File: src/bbc_pkg.sv
`timescale 1ns / 1ps
// Shared types and constants of the bracket balance checker.
// No dependencies; every other file but bbc_ram imports this package.
package bbc_pkg;

   // Default stack depth and fixed field widths
   localparam int STACK_DEPTH_DEF = 64;
   localparam int CHAR_W          = 8;
   localparam int STATUS_W        = 3;
   localparam int OPEN_DEPTH_W    = 7;
   localparam int KIND_W          = 2;
   localparam int OPEN_DEPTH_MAX  = 127;

   // Queue between front and back
   localparam int QUEUE_DEPTH = 2;
   localparam int QUEUE_PTR_W = 1;
   localparam int QUEUE_CNT_W = 2;

   // Bracket characters
   localparam logic [CHAR_W-1:0] CH_PAREN_OPEN   = 8'h28;
   localparam logic [CHAR_W-1:0] CH_PAREN_CLOSE  = 8'h29;
   localparam logic [CHAR_W-1:0] CH_SQUARE_OPEN  = 8'h5B;
   localparam logic [CHAR_W-1:0] CH_SQUARE_CLOSE = 8'h5D;
   localparam logic [CHAR_W-1:0] CH_CURLY_OPEN   = 8'h7B;
   localparam logic [CHAR_W-1:0] CH_CURLY_CLOSE  = 8'h7D;

   // Bracket kinds as stored on the stack
   localparam logic [KIND_W-1:0] KIND_PAREN  = 2'd0;
   localparam logic [KIND_W-1:0] KIND_SQUARE = 2'd1;
   localparam logic [KIND_W-1:0] KIND_CURLY  = 2'd2;

   // Result status codes
   localparam logic [STATUS_W-1:0] ST_OK       = 3'd0;
   localparam logic [STATUS_W-1:0] ST_EARLY    = 3'd1;
   localparam logic [STATUS_W-1:0] ST_SURPLUS  = 3'd2;
   localparam logic [STATUS_W-1:0] ST_MISMATCH = 3'd3;
   localparam logic [STATUS_W-1:0] ST_OVERFLOW = 3'd4;
   localparam logic [STATUS_W-1:0] ST_UNCLOSED = 3'd5;
   localparam logic [STATUS_W-1:0] ST_BALANCED = 3'd6;

   // Classified operation
   typedef enum logic [1:0] {
      OP_NONE,
      OP_OPEN,
      OP_CLOSE
   } op_kind_type;

   typedef struct packed {
      op_kind_type       op;
      logic [KIND_W-1:0] kind;
      logic              eos;
   } bbc_op_type;

   // Channel payloads
   typedef struct packed {
      logic [CHAR_W-1:0] char_in;
      logic              end_of_string;
   } req_payload_type;

   typedef struct packed {
      logic [STATUS_W-1:0]     status;
      logic [OPEN_DEPTH_W-1:0] open_depth;
      logic                    last;
   } rsp_payload_type;

endpackage

File: src/bbc_ram.sv
`timescale 1ns / 1ps
// Generic single-write, single-read RAM with registered read data.
// No dependencies.
module bbc_ram #(
   parameter int WIDTH = 2,
   parameter int DEPTH = 64
) (
   input  logic                     clock,
   input  logic                     wr_en,
   input  logic [$clog2(DEPTH)-1:0] wr_addr,
   input  logic [WIDTH-1:0]         wr_data,
   input  logic [$clog2(DEPTH)-1:0] rd_addr,
   output logic [WIDTH-1:0]         rd_data
);

   logic [WIDTH-1:0] mem_ff [DEPTH];
   logic [WIDTH-1:0] rd_data_ff;

   // Write one entry, read one entry into the output register
   always_ff @(posedge clock) begin
      if (wr_en) begin
         mem_ff[wr_addr] <= wr_data;
      end
      rd_data_ff <= mem_ff[rd_addr];
   end

   assign rd_data = rd_data_ff;

endmodule

File: src/bbc_front.sv
`timescale 1ns / 1ps
// Front end: accepts input transactions and classifies each character.
// Depends on bbc_pkg.
module bbc_front (
   input  logic                     req_valid,
   output logic                     req_stall,
   input  bbc_pkg::req_payload_type req_payload,
   input  logic                     queue_full,
   output logic                     push,
   output bbc_pkg::bbc_op_type      push_op
);
   import bbc_pkg::*;

   // Take a transaction whenever the queue has room
   assign req_stall = queue_full;
   assign push      = req_valid && !queue_full;

   // Decode the character into open, close or nothing plus its kind
   always_comb begin
      push_op.op   = OP_NONE;
      push_op.kind = KIND_PAREN;
      push_op.eos  = req_payload.end_of_string;
      case (req_payload.char_in)
         CH_PAREN_OPEN: begin
            push_op.op   = OP_OPEN;
            push_op.kind = KIND_PAREN;
         end
         CH_SQUARE_OPEN: begin
            push_op.op   = OP_OPEN;
            push_op.kind = KIND_SQUARE;
         end
         CH_CURLY_OPEN: begin
            push_op.op   = OP_OPEN;
            push_op.kind = KIND_CURLY;
         end
         CH_PAREN_CLOSE: begin
            push_op.op   = OP_CLOSE;
            push_op.kind = KIND_PAREN;
         end
         CH_SQUARE_CLOSE: begin
            push_op.op   = OP_CLOSE;
            push_op.kind = KIND_SQUARE;
         end
         CH_CURLY_CLOSE: begin
            push_op.op   = OP_CLOSE;
            push_op.kind = KIND_CURLY;
         end
         default: begin
            push_op.op   = OP_NONE;
            push_op.kind = KIND_PAREN;
         end
      endcase
   end

endmodule

File: src/bbc_queue.sv
`timescale 1ns / 1ps
// Two-entry queue of classified operations between front and back.
// Depends on bbc_pkg.
module bbc_queue (
   input  logic                clock,
   input  logic                reset,
   input  logic                push,
   input  bbc_pkg::bbc_op_type push_op,
   output logic                full,
   input  logic                pop,
   output logic                pop_valid,
   output bbc_pkg::bbc_op_type pop_op
);
   import bbc_pkg::*;

   bbc_op_type               slot_ff [QUEUE_DEPTH];
   logic [QUEUE_PTR_W-1:0]   wr_ptr_ff, wr_ptr_in;
   logic [QUEUE_PTR_W-1:0]   rd_ptr_ff, rd_ptr_in;
   logic [QUEUE_CNT_W-1:0]   count_ff, count_in;
   logic                     do_pop;

   assign full      = (count_ff == QUEUE_CNT_W'(QUEUE_DEPTH));
   assign pop_valid = (count_ff != '0);
   assign pop_op    = slot_ff[rd_ptr_ff];
   assign do_pop    = pop && pop_valid;

   // Advance pointers and count
   always_comb begin
      wr_ptr_in = push   ? wr_ptr_ff + 1'b1 : wr_ptr_ff;
      rd_ptr_in = do_pop ? rd_ptr_ff + 1'b1 : rd_ptr_ff;
      count_in  = count_ff;
      if (push && !do_pop) begin
         count_in = count_ff + 1'b1;
      end else if (do_pop && !push) begin
         count_in = count_ff - 1'b1;
      end
   end

   always_ff @(posedge clock) begin
      if (reset) begin
         wr_ptr_ff <= '0;
         rd_ptr_ff <= '0;
         count_ff  <= '0;
      end else begin
         wr_ptr_ff <= wr_ptr_in;
         rd_ptr_ff <= rd_ptr_in;
         count_ff  <= count_in;
      end
   end

   // Store the pushed operation
   always_ff @(posedge clock) begin
      if (push) begin
         slot_ff[wr_ptr_ff] <= push_op;
      end
   end

endmodule

File: src/bbc_back.sv
`timescale 1ns / 1ps
// Back end: runs the bracket stack, latches errors and registers results.
// Depends on bbc_pkg and bbc_ram.
module bbc_back #(
   parameter int STACK_DEPTH = bbc_pkg::STACK_DEPTH_DEF
) (
   input  logic                     clock,
   input  logic                     reset,
   input  logic                     op_valid,
   input  bbc_pkg::bbc_op_type      op,
   output logic                     op_pop,
   output logic                     rsp_valid,
   input  logic                     rsp_stall,
   output bbc_pkg::rsp_payload_type rsp_payload
);
   import bbc_pkg::*;

   localparam int IDX_W = $clog2(STACK_DEPTH);
   localparam int SP_W  = $clog2(STACK_DEPTH + 1);

   logic [SP_W-1:0]     sp_ff, sp_in, sp_step;
   logic [KIND_W-1:0]   top_ff, top_in;
   logic                opens_ff, opens_in;
   logic [STATUS_W-1:0] err_ff, err_in, err_step;
   logic                rsp_valid_ff, rsp_valid_in;
   rsp_payload_type     rsp_data_ff, rsp_data_in;

   logic                out_free;
   logic                fire;
   logic                wr_en;
   logic [IDX_W-1:0]    wr_addr;
   logic [SP_W-1:0]     rd_sp;
   logic [IDX_W-1:0]    rd_addr;
   logic [KIND_W-1:0]   below;

   // Stack entries; the entry under the top is prefetched every cycle
   bbc_ram #(
      .WIDTH (KIND_W),
      .DEPTH (STACK_DEPTH)
   ) u_stack_ram (
      .clock   (clock),
      .wr_en   (wr_en),
      .wr_addr (wr_addr),
      .wr_data (op.kind),
      .rd_addr (rd_addr),
      .rd_data (below)
   );

   assign out_free = !rsp_valid_ff || !rsp_stall;
   assign fire     = op_valid && out_free;
   assign op_pop   = fire;
   assign wr_addr  = sp_ff[IDX_W-1:0];

   // Push, pop or latch an error for one transaction
   always_comb begin
      sp_step  = sp_ff;
      top_in   = top_ff;
      opens_in = opens_ff;
      err_step = err_ff;
      wr_en    = 1'b0;
      if (fire && err_ff == ST_OK) begin
         case (op.op)
            OP_OPEN: begin
               if (sp_ff == SP_W'(STACK_DEPTH)) begin
                  err_step = ST_OVERFLOW;
               end else begin
                  wr_en    = 1'b1;
                  top_in   = op.kind;
                  sp_step  = sp_ff + 1'b1;
                  opens_in = 1'b1;
               end
            end
            OP_CLOSE: begin
               if (sp_ff == '0) begin
                  err_step = opens_ff ? ST_SURPLUS : ST_EARLY;
               end else if (top_ff == op.kind) begin
                  sp_step = sp_ff - 1'b1;
                  top_in  = below;
               end else begin
                  err_step = ST_MISMATCH;
               end
            end
            default: begin
               sp_step = sp_ff;
            end
         endcase
      end
      // Forget earlier opens once the string ends
      if (fire && op.eos) begin
         opens_in = 1'b0;
      end
   end

   // Build the result and clear the string state at its last character
   always_comb begin
      rsp_data_in.last = op.eos;
      if (32'(sp_step) > OPEN_DEPTH_MAX) begin
         rsp_data_in.open_depth = OPEN_DEPTH_W'(OPEN_DEPTH_MAX);
      end else begin
         rsp_data_in.open_depth = OPEN_DEPTH_W'(sp_step);
      end
      if (err_step != ST_OK) begin
         rsp_data_in.status = err_step;
      end else if (!op.eos) begin
         rsp_data_in.status = ST_OK;
      end else if (sp_step != '0) begin
         rsp_data_in.status = ST_UNCLOSED;
      end else begin
         rsp_data_in.status = ST_BALANCED;
      end

      sp_in  = sp_step;
      err_in = err_step;
      if (fire && op.eos) begin
         sp_in  = '0;
         err_in = ST_OK;
      end

      rsp_valid_in = rsp_valid_ff;
      if (fire) begin
         rsp_valid_in = 1'b1;
      end else if (!rsp_stall) begin
         rsp_valid_in = 1'b0;
      end
   end

   // Prefetch the entry that will sit under the next top
   assign rd_sp   = sp_in - SP_W'(2);
   assign rd_addr = rd_sp[IDX_W-1:0];

   always_ff @(posedge clock) begin
      if (reset) begin
         sp_ff        <= '0;
         opens_ff     <= 1'b0;
         err_ff       <= ST_OK;
         rsp_valid_ff <= 1'b0;
      end else begin
         sp_ff        <= sp_in;
         opens_ff     <= opens_in;
         err_ff       <= err_in;
         rsp_valid_ff <= rsp_valid_in;
      end
   end

   // Hold top of stack and result payload
   always_ff @(posedge clock) begin
      top_ff <= top_in;
      if (fire) begin
         rsp_data_ff <= rsp_data_in;
      end
   end

   assign rsp_valid   = rsp_valid_ff;
   assign rsp_payload = rsp_data_ff;

endmodule

File: src/bracket_balance_checker_top.sv
`timescale 1ns / 1ps
// Bracket balance checker, one character per transaction, one result each.
// It takes one character per clock while the queue has room. Each result
// passes a queue slot, then the stack engine's result register, which
// drives the output. The sustained rate is one item per cycle while the
// output is not stalled, set by the stack engine, which does one push or
// pop a cycle with the top of stack in a register and the entry below it
// prefetched from the stack RAM's single read port. A two-entry queue
// separates the classifying front end from the stack engine, and lets new
// characters be taken while a result waits. No clearing pass follows reset.
// Depends on bbc_pkg, bbc_front, bbc_queue, bbc_back and bbc_ram.
module bracket_balance_checker_top #(
   parameter int STACK_DEPTH = bbc_pkg::STACK_DEPTH_DEF
) (
   input  logic                     clock,
   input  logic                     reset,
   input  logic                     req_valid,
   output logic                     req_stall,
   input  bbc_pkg::req_payload_type req_payload,
   output logic                     rsp_valid,
   input  logic                     rsp_stall,
   output bbc_pkg::rsp_payload_type rsp_payload
);
   import bbc_pkg::*;

   logic       queue_full;
   logic       push;
   bbc_op_type push_op;
   logic       pop;
   logic       pop_valid;
   bbc_op_type pop_op;

   // Classify incoming characters
   bbc_front u_front (
      .req_valid   (req_valid),
      .req_stall   (req_stall),
      .req_payload (req_payload),
      .queue_full  (queue_full),
      .push        (push),
      .push_op     (push_op)
   );

   // Decouple front and back
   bbc_queue u_queue (
      .clock     (clock),
      .reset     (reset),
      .push      (push),
      .push_op   (push_op),
      .full      (queue_full),
      .pop       (pop),
      .pop_valid (pop_valid),
      .pop_op    (pop_op)
   );

   // Run the stack and deliver results
   bbc_back #(
      .STACK_DEPTH (STACK_DEPTH)
   ) u_back (
      .clock       (clock),
      .reset       (reset),
      .op_valid    (pop_valid),
      .op          (pop_op),
      .op_pop      (pop),
      .rsp_valid   (rsp_valid),
      .rsp_stall   (rsp_stall),
      .rsp_payload (rsp_payload)
   );

endmodule

File: config.mk
export PLATFORM = sky130hd
export DESIGN_NAME = bracket_balance_checker_top
export DESIGN_NICKNAME = d
export VERILOG_FILES = /design/src/bbc_pkg.sv /design/src/bbc_ram.sv /design/src/bbc_front.sv /design/src/bbc_queue.sv /design/src/bbc_back.sv /design/src/bracket_balance_checker_top.sv
export SDC_FILE = /design/constraint.sdc
export NUM_CORES = 1
export LEC_CHECK = 0
export BUFFER_PORTS_ARGS = -buffer_cell sky130_fd_sc_hd__buf_4
export CELL_PAD_IN_SITES_DETAIL_PLACEMENT = 0
export CELL_PAD_IN_SITES_GLOBAL_PLACEMENT = 1
export CORE_MARGIN = 2
export CORE_UTILIZATION = 33
export DETAILED_ROUTE_END_ITERATION = 6
export GPL_ROUTABILITY_DRIVEN = 0
export PLACE_DENSITY_LB_ADDON = 0.1
export SLEW_MARGIN = 5
export SYNTH_ARGS = -nofsm -noshare
export SYNTH_HDL_FRONTEND = slang
export SYNTH_HIERARCHICAL = 1
export SYNTH_SLANG_ARGS = --single-unit
File: constraint.sdc
create_clock -name clock -period 3.8 [get_ports clock]
set_input_delay 0.57 -clock clock [delete_from_list [all_inputs] [get_ports clock]]
set_output_delay 0.57 -clock clock [all_outputs]
set_load 0.02 [all_outputs]
; ---- Yosys cells after proc, flatten, opt, wreduce, memory -nomap -nowiden
; Memories as Yosys holds them, arrays and structs flattened. A register that Yosys moved wholly into a read port is not among the register bits.
; Cells that the tools add are included.
; W data, S select, Z words.
[totals]
ff_bits = 29
ram_bits = 138
input_bits = 13
output_inout_bits = 13
mem_count = 2
[op_classes]
add_sub_neg = 7
eq_ne = 15
mux = 33
bitwise = 1
reduce_logical = 23
[memory_table]
columns = memory, words, width, read_ports, rd_clocked_by_memory_dff, write_ports, line_no
row1 = u_back.u_stack_ram.mem_ff, 64, 2, 1, 1, 1, bbc_ram.sv:16  ; logic [WIDTH-1:0] mem_ff [DEPTH];
row2 = u_queue.slot_ff, 2, 5, 1, 1, 1, bbc_queue.sv:16  ; bbc_op_type slot_ff [QUEUE_DEPTH];
[op_table]
columns = cell, n
row1 = $mux W7, 5
row2 = $eq A8 B7 Y1 const B, 4
row3 = $pmux W4 S6, 1
row4 = $mux W3, 6
row5 = $eq A8 B6 Y1 const B, 2
row6 = $mux W2, 7
row7 = $pmux W7 S2, 1
row8 = $mux W1, 11
row9 = $add A7 B1 Y7 const B, 1
row10 = $eq A7 B7 Y1 const B, 1
row11 = $logic_and A1 B1 Y1, 7
row12 = $logic_not A7 Y1, 1
row13 = $reduce_bool A7 Y1, 1
row14 = $sub A7 B1 Y7 const B, 1
row15 = $pmux W3 S2, 1
row16 = $reduce_bool A2 Y1, 3
row17 = $sub A6 B2 Y6 const B, 1
row18 = $logic_not A1 Y1, 5
row19 = $reduce_and A5 Y1, 1
row20 = $eq A2 B2 Y1 const B, 2
row21 = $ne A2 B1 Y1 const B, 2
row22 = $ne A2 B2 Y1 const B, 2
row23 = $pmux W2 S2, 1
row24 = $logic_not A3 Y1, 1
row25 = 10 further kinds, 11

; ---- Longest topological paths before layout
; Gate-level depths: netlist of the first run.
[logic_depth]
word_depth = 9
ltp_mapped = 18

; ---- Hierarchy
; Netlist of the first run, hierarchy kept.
[by_module_without_submodules]
columns = module, n_inst, cells_per_inst, area_per_inst_um2, seq_area_each_um2
row1 = bbc_ram, 1, 324, 5397.7, 3883.7
row2 = bbc_back, 1, 160, 1522.7, 630.6
row3 = bbc_queue, 1, 37, 568.0, 400.4
row4 = bbc_front, 1, 15, 107.6, 0.0

; ---- Worst setup path before layout of the first run
; Ideal clock, no wire load.
[synth_timing]
kind = register -> register
start = reg (tool-made name)
end = reg u_back.u_stack_ram.rd_data_ff[0] (netlist: u_back/u_stack_ram/rd_data[0]) (read register of u_back.u_stack_ram.mem_ff)
arrival_time_ns = 3.927
required_ns = 3.680
setup_slack_ns = -0.247
stages_incl_launch_ff = 18
period_less_slack_ns = 4.047
path_cell_list = dfxtp_1 -> mux2_2 -> inv_1 -> ha_1 -> or4_4 -> or2_1 -> buf_6 -> nor2_1 -> a21oi_1 -> o211ai_1 -> and2_1 -> buf_6 -> buf_6 -> mux4_2 -> a22oi_1 -> a21o_1 -> a21oi_1 -> a211o_1
[synth_rtl]
columns = element, line_no
row1 = end: declaration, bbc_ram.sv:17  ; logic [WIDTH-1:0] rd_data_ff;

==> reports/metrics.cfg, run 1 <==
[clocking]
cts_buffers = 17
ctsHtreeMaxLevel = 4
cts_buffer_depth = 2
root_buffer = clkbuf_16
clock_latency_ps = 430
clock_sinks = 170
cts_tree = done
clk_transition_reported_paths_ps = 70
cts-hold-fix-buffers = 0

[global_routing]
grt_pass1_wl_um = 29400
overflow = 0
grt_max_degree = 66
antenna_found_initial = 0
grt_pass1_vias = 4882
grt.total_usage = 0.165

[routing]
drt_pass1_iterations = 5
drc = 0
viasPerCell = 5.19
wire_per_inst_um = 20.5
ant_nets = 0
routed-via-count = 4763
wl_um = 18800
dr.first_iter.drc_count = 300

[yosys]
synthesis.nets = 555
synthArstFlopShare = 0
synth_ff_type = edfxtp_1
ys_types = 66
yosysWarnings = 6
synth_edf_count = 151
ys_seq_area_frac = 0.647
synth-seq-cells = 170
synth_cells = 536
syn_area_um2 = 7600
avgSynthCellArea_um2 = 14.2

[placed_design]
dp_hpwl_um = 13100
dp_cells = 876
placed_cell_area_um2 = 8480
numPortBuffers = 25

[floorplanning]
die_w_um = 156
die_h_um = 156
num_rows = 55
start_util = 0.336
dieArea_um2 = 24200
core-area_um2 = 22600
pin_count = 26

[cells_and_area]
layout_common_cells = 151 x edfxtp_1, 91 x nor2_1, 78 x buf_4, 29 x mux4_2, 27 x nand2_1
area_growth_pct = 21.3
final_common_cell = edfxtp_1
drive_gt1_frac = 0.302
final_cells = 918
post-route-util = 0.407
n_fill_cell = 2095
regArea_um2 = 4920
nets = 639
multi_input_area_um2 = 2580
finalInstanceArea_um2 = 9220
antenna_cells = 0

[sta]
setup_tns_ps = -62.3
fin_crit_ps = 3850
hold_violations = 0
fin_ws_ps = -49.7
final_max_slew_viol_count = 0
fin_crit_sh = 1.01
skew_ps = 12.7
rsz0062_at_grt = yes
max_slew.worst_pin.slew_ps = 720
setup_viol = 2
slew_headroom = 0.519
maxClockFrequency_mhz = 260

[setup_path]
arrival_ps = 4170
crit_type = reg2reg
cp-end-kind = flop
path_max_fanout = 7
required_ps = 4120
cp-start-kind = flop

[run_status]
status = complete, but fails checks
violations = negative setup slack

[power]
power.leakage_nw = 3.15
power_density_nw_per_um2 = 598
vdd.ir_drop.worst_mv = 0.220
p_total_mw = 5.51

[job]
drv_cap = 0

[worst_hold_path]
hp-class = in2reg

==> registers in the layout, indices dropped and copies added (netlist names), named ones only <==
| name | flops |
|---|---|
| u_back/u_stack_ram/mem_ff | 128 |
| u_back/rsp_payload | 11 |
| u_queue/slot_ff | 10 |
| u_back/sp_ff | 7 |
| u_back/err_ff | 3 |
| u_back/top_ff | 2 |
| u_back/u_stack_ram/rd_data | 2 |
| u_queue/count_ff | 2 |
| u_back/opens_ff | 1 |
| u_back/rsp_valid | 1 |
| u_queue/rd_ptr_ff | 1 |
| u_queue/wr_ptr_ff | 1 |
==> layout make-up <==
cell class,instances,share of cell area
Sequential cell,170,0.534
Multi-Input combinational cell,328,0.280
Inverter,15,0.00611
Tap cell,285,0.0387
Clock buffer,18,0.0466
Clock inverter,14,0.0109
Timing Repair Buffer,88,0.0842
==> per-layer routing <==
metal | track usage | vias to the layer above | share of wire
met5 | 0 | - | 0
met4 | 0.0577 | 0 | 0.022
met3 | 0.0394 | 28 | 0.048
met2 | 0.256 | 115 | 0.46
met1 | 0.228 | 2405 | 0.47
li1 | - | 2215 | -
==> Yosys cell counts (all sizes together) (6+ instances only) <==
cell,instances,area [um^2]
nor2,94,353
nor3,13,65.1
nand2b,7,43.8
o21ai,13,68.8
dfxtp,19,380
a22oi,10,80.1
mux4,29,653
edfxtp,151,4530
nand3,11,55.1
clkbuf,12,45.0
xor2,6,52.6
nand2,27,101
buf,11,93.8
nand3b,7,52.6
nor2b,12,75.1
a21oi,12,71.3
mux2,9,101
inv,15,56.3
ha,6,75.1
==> worst paths after layout <==
path / start / slack, ps / cells after the start / end
min reg2reg: u_back/opens_ff / 500 / 2 / u_back/opens_ff
min: req_payload[0] / 320 / 1 / u_queue/slot_ff[1][0]
max reg2reg: flop / -50 / 15 / u_back/u_stack_ram/rd_data[0]
max: flop / -50 / 15 / u_back/u_stack_ram/rd_data[0]
==> metrics by stage <==
stage	setup WS [ps]	hold WS, ps
6_report	-49.7	324
5_1_grt	-212	311
4_1_cts	-42.3	306
3_5_place_dp	-218	480
3_3_place_gp	-217	472
2_1_floorplan	-104	454
==> critical path, stage by stage, from the launching register on <==
cell	delay (ps)
dfxtp_4	370
mux2_4	310
inv_2	70
ha_4	190
or4_4	520
or2_4	290
nor2_4	90
a21oi_1	60
o211ai_1	210
and2_4	240
buf_12	150
mux4_2	550
a22o_1	240
o21ai_1	140
a21oi_1	80
a211o_1	220
==> repair_timing <==
action / in CTS / in global routing
cloned: 1 / 0
endpoints found under the setup margin: 2 / 2
gates resized for setup: 21 / 2
setup buffers: 8 / 1
pin swaps: 9 / 1
==> power by group <==
group,total (mW),switching [mW],internal [mW]
registers,2.37,0.0552,2.32
clock network,1.58,0.739,0.838
logic,1.57,0.858,0.708
==> cells by family after synthesis <==
group / after synthesis / share of synthesized area
buf+inv: 38 / 0.0257
flops: 170 / 0.647
xor+xnor: 9 / 0.0104
compound gates: 67 / 0.0682
simple gates: 203 / 0.133
mux: 43 / 0.106
fa+ha+maj: 6 / 0.00988
Note: power is estimated with default switching activity, not from simulation.
==> run 2: changes to the inputs <==
--- a/config.mk
+++ b/config.mk
@@ -8,6 +8,7 @@
 export BUFFER_PORTS_ARGS = -buffer_cell sky130_fd_sc_hd__buf_4
 export CELL_PAD_IN_SITES_DETAIL_PLACEMENT = 0
 export CELL_PAD_IN_SITES_GLOBAL_PLACEMENT = 1
+export CORE_ASPECT_RATIO = 1.25
 export CORE_MARGIN = 2
 export CORE_UTILIZATION = 33
 export DETAILED_ROUTE_END_ITERATION = 6
==> constraint.sdc (replaced) <==
create_clock -name clock -period 4 [get_ports clock]
set_input_delay 0.6 -clock clock [delete_from_list [all_inputs] [get_ports clock]]
set_output_delay 0.6 -clock clock [all_outputs]
set_load 0.02 [all_outputs]
==> reports/metrics.cfg, run 2 (synthesis gave the netlist of run 1 again) <==
[run_status]
status = completed

[global_routing]
grt_pass1_wl_um = 29300
grt_max_degree = 66
grt_pass1_vias = 4974
overflow = 0
grt.total_usage = 0.160
antenna_found_initial = 0

[sta]
slew_headroom = 0.579
final_max_slew_viol_count = 0
rsz0062_at_grt = yes
fin_crit_ps = 3860
hold_violations = 0
fin_crit_sh = 0.966
setup_viol = 0
max_slew.worst_pin.slew_ps = 632
setup_tns_ps = 0
skew_ps = 9.24
maxClockFrequency_mhz = 259

[floorplanning]
die_h_um = 174
pin_count = 26
num_rows = 62
core-area_um2 = 22800
die_w_um = 140
start_util = 0.333
dieArea_um2 = 24300

[cells_and_area]
multi_input_area_um2 = 2680
drive_gt1_frac = 0.319
antenna_cells = 0
layout_common_cells = 151 x edfxtp_1, 88 x nor2_1, 68 x buf_4, 29 x mux4_2, 24 x nand2_1
largest_register = u_back/u_stack_ram/mem_ff
final_common_cell = edfxtp_1
largest_reg_flops = 128
regArea_um2 = 4920
nets = 630
area_growth_pct = 23.5
n_fill_cell = 2206

[worst_hold_path]
hp-class = in2reg
hold_depth = 1

[power]
power.leakage_nw = 3.20
vdd.ir_drop.worst_mv = 0.301
seqPwrFrac = 0.409
p_comb_frac = 0.267
switching_share = 0.289
netSwitchingPower_mw = 1.59
power_density_nw_per_um2 = 587
p_int_mw = 3.91
clkPwrFrac = 0.323
p_total_mw = 5.50

[routing]
wl_um = 18800
drc = 0
ant_nets = 0
dr.first_iter.drc_count = 292
routed-via-count = 4744
viasPerCell = 5.20
wire_per_inst_um = 20.7
drt_pass1_iterations = 4

[job]
drv_cap = 0

[setup_path]
cp-end-kind = flop
path_max_fanout = 8
required_ps = 4330
crit_type = reg2reg
arrival_ps = 4190
cp-start-kind = flop
reg2reg_depth = 18

[clocking]
cts_tree = done
ctsHtreeMaxLevel = 4
clk_transition_reported_paths_ps = 70
clock_sinks = 170
root_buffer = clkbuf_16
clock_latency_ps = 430
cts_buffers = 17
cts_buffer_depth = 2

[placed_design]
numPortBuffers = 25
dp_hpwl_um = 12800

run 2: cell types whose count changed in the layout (fill, tap and decap cells not counted), sizes merged:
cell / delta
buf: -9
bufinv: +4
inv: +2
clkinv: -6
run 2: what timing repair did:
action	CTS	global route
pin swaps	9	12
gates resized for setup	27	22
setup buffers	3	6
hold buffers	0	0
gates cloned	1	0
setup endpoints to repair	2	2
run 2: final cells by class:
| class | instances | area share |
|---|---|---|
| sequential | 170 | 0.524 |
| inverter | 15 | 0.00627 |
| clock inverter | 14 | 0.0223 |
| clock buffer | 18 | 0.0458 |
| tap | 288 | 0.0384 |
| timing repair buffer | 79 | 0.0768 |
| multi-input combinational | 328 | 0.286 |
run 2: worst max-delay path: stages, from the launching register on:
cell,delay (ps)
dfxtp_4,360
mux2_4,320
inv_4,60
ha_4,190
or4_4,520
or2_4,260
buf_4,150
a221o_1,270
a22oi_2,160
buf_4,150
inv_1,50
nand2_1,110
xnor2_2,110
buf_12,150
buf_12,130
nor3b_2,160
a311oi_2,250
a311oi_1,120
a311oi_1,230
run 2: layer usage:
| layer | global-route usage | part of all wire |
|---|---|---|
| met4 | 0.0525 | 0.018 |
| met3 | 0.0257 | 0.026 |
| met5 | 0 | 0 |
| met1 | 0.198 | 0.43 |
| met2 | 0.284 | 0.53 |
run 2: path summary, 6_finish.rpt:
kind / from / to / slack (ps)
worst min register to register: u_back/opens_ff / u_back/opens_ff / 500
worst min-delay path: req_payload[0] / u_queue/slot_ff[1][0] / 360
worst max register to register: flop / u_back/u_stack_ram/rd_data[1] / 140
worst max-delay path: flop / u_back/u_stack_ram/rd_data[1] / 140
run 2: power groups by stage:
stage               clock network (mW)  registers (mW)  logic, mW
finish                            1.78            2.25       1.47
floorplan                            0            2.34      0.798
detailed placement                   0            2.29       1.37
global placement                     0            2.29       1.36
global route                      1.88            2.27       1.60
CTS                               1.81            2.25       1.45
run 2: per-stage QoR:
stage                     utilization  worst slack, ps  instances  hold slack, ps  instance area (um^2)
final                           0.411              136        912             359                  9380
after global routing            0.411            -22.7        912             348                  9380
after CTS                       0.405             4.44        906             344                  9230
after detailed placement        0.368             -198        870             487                  8400
after global placement          0.368             -169        870             471                  8400
after floorplan                     -             2.59        536             454                  7600
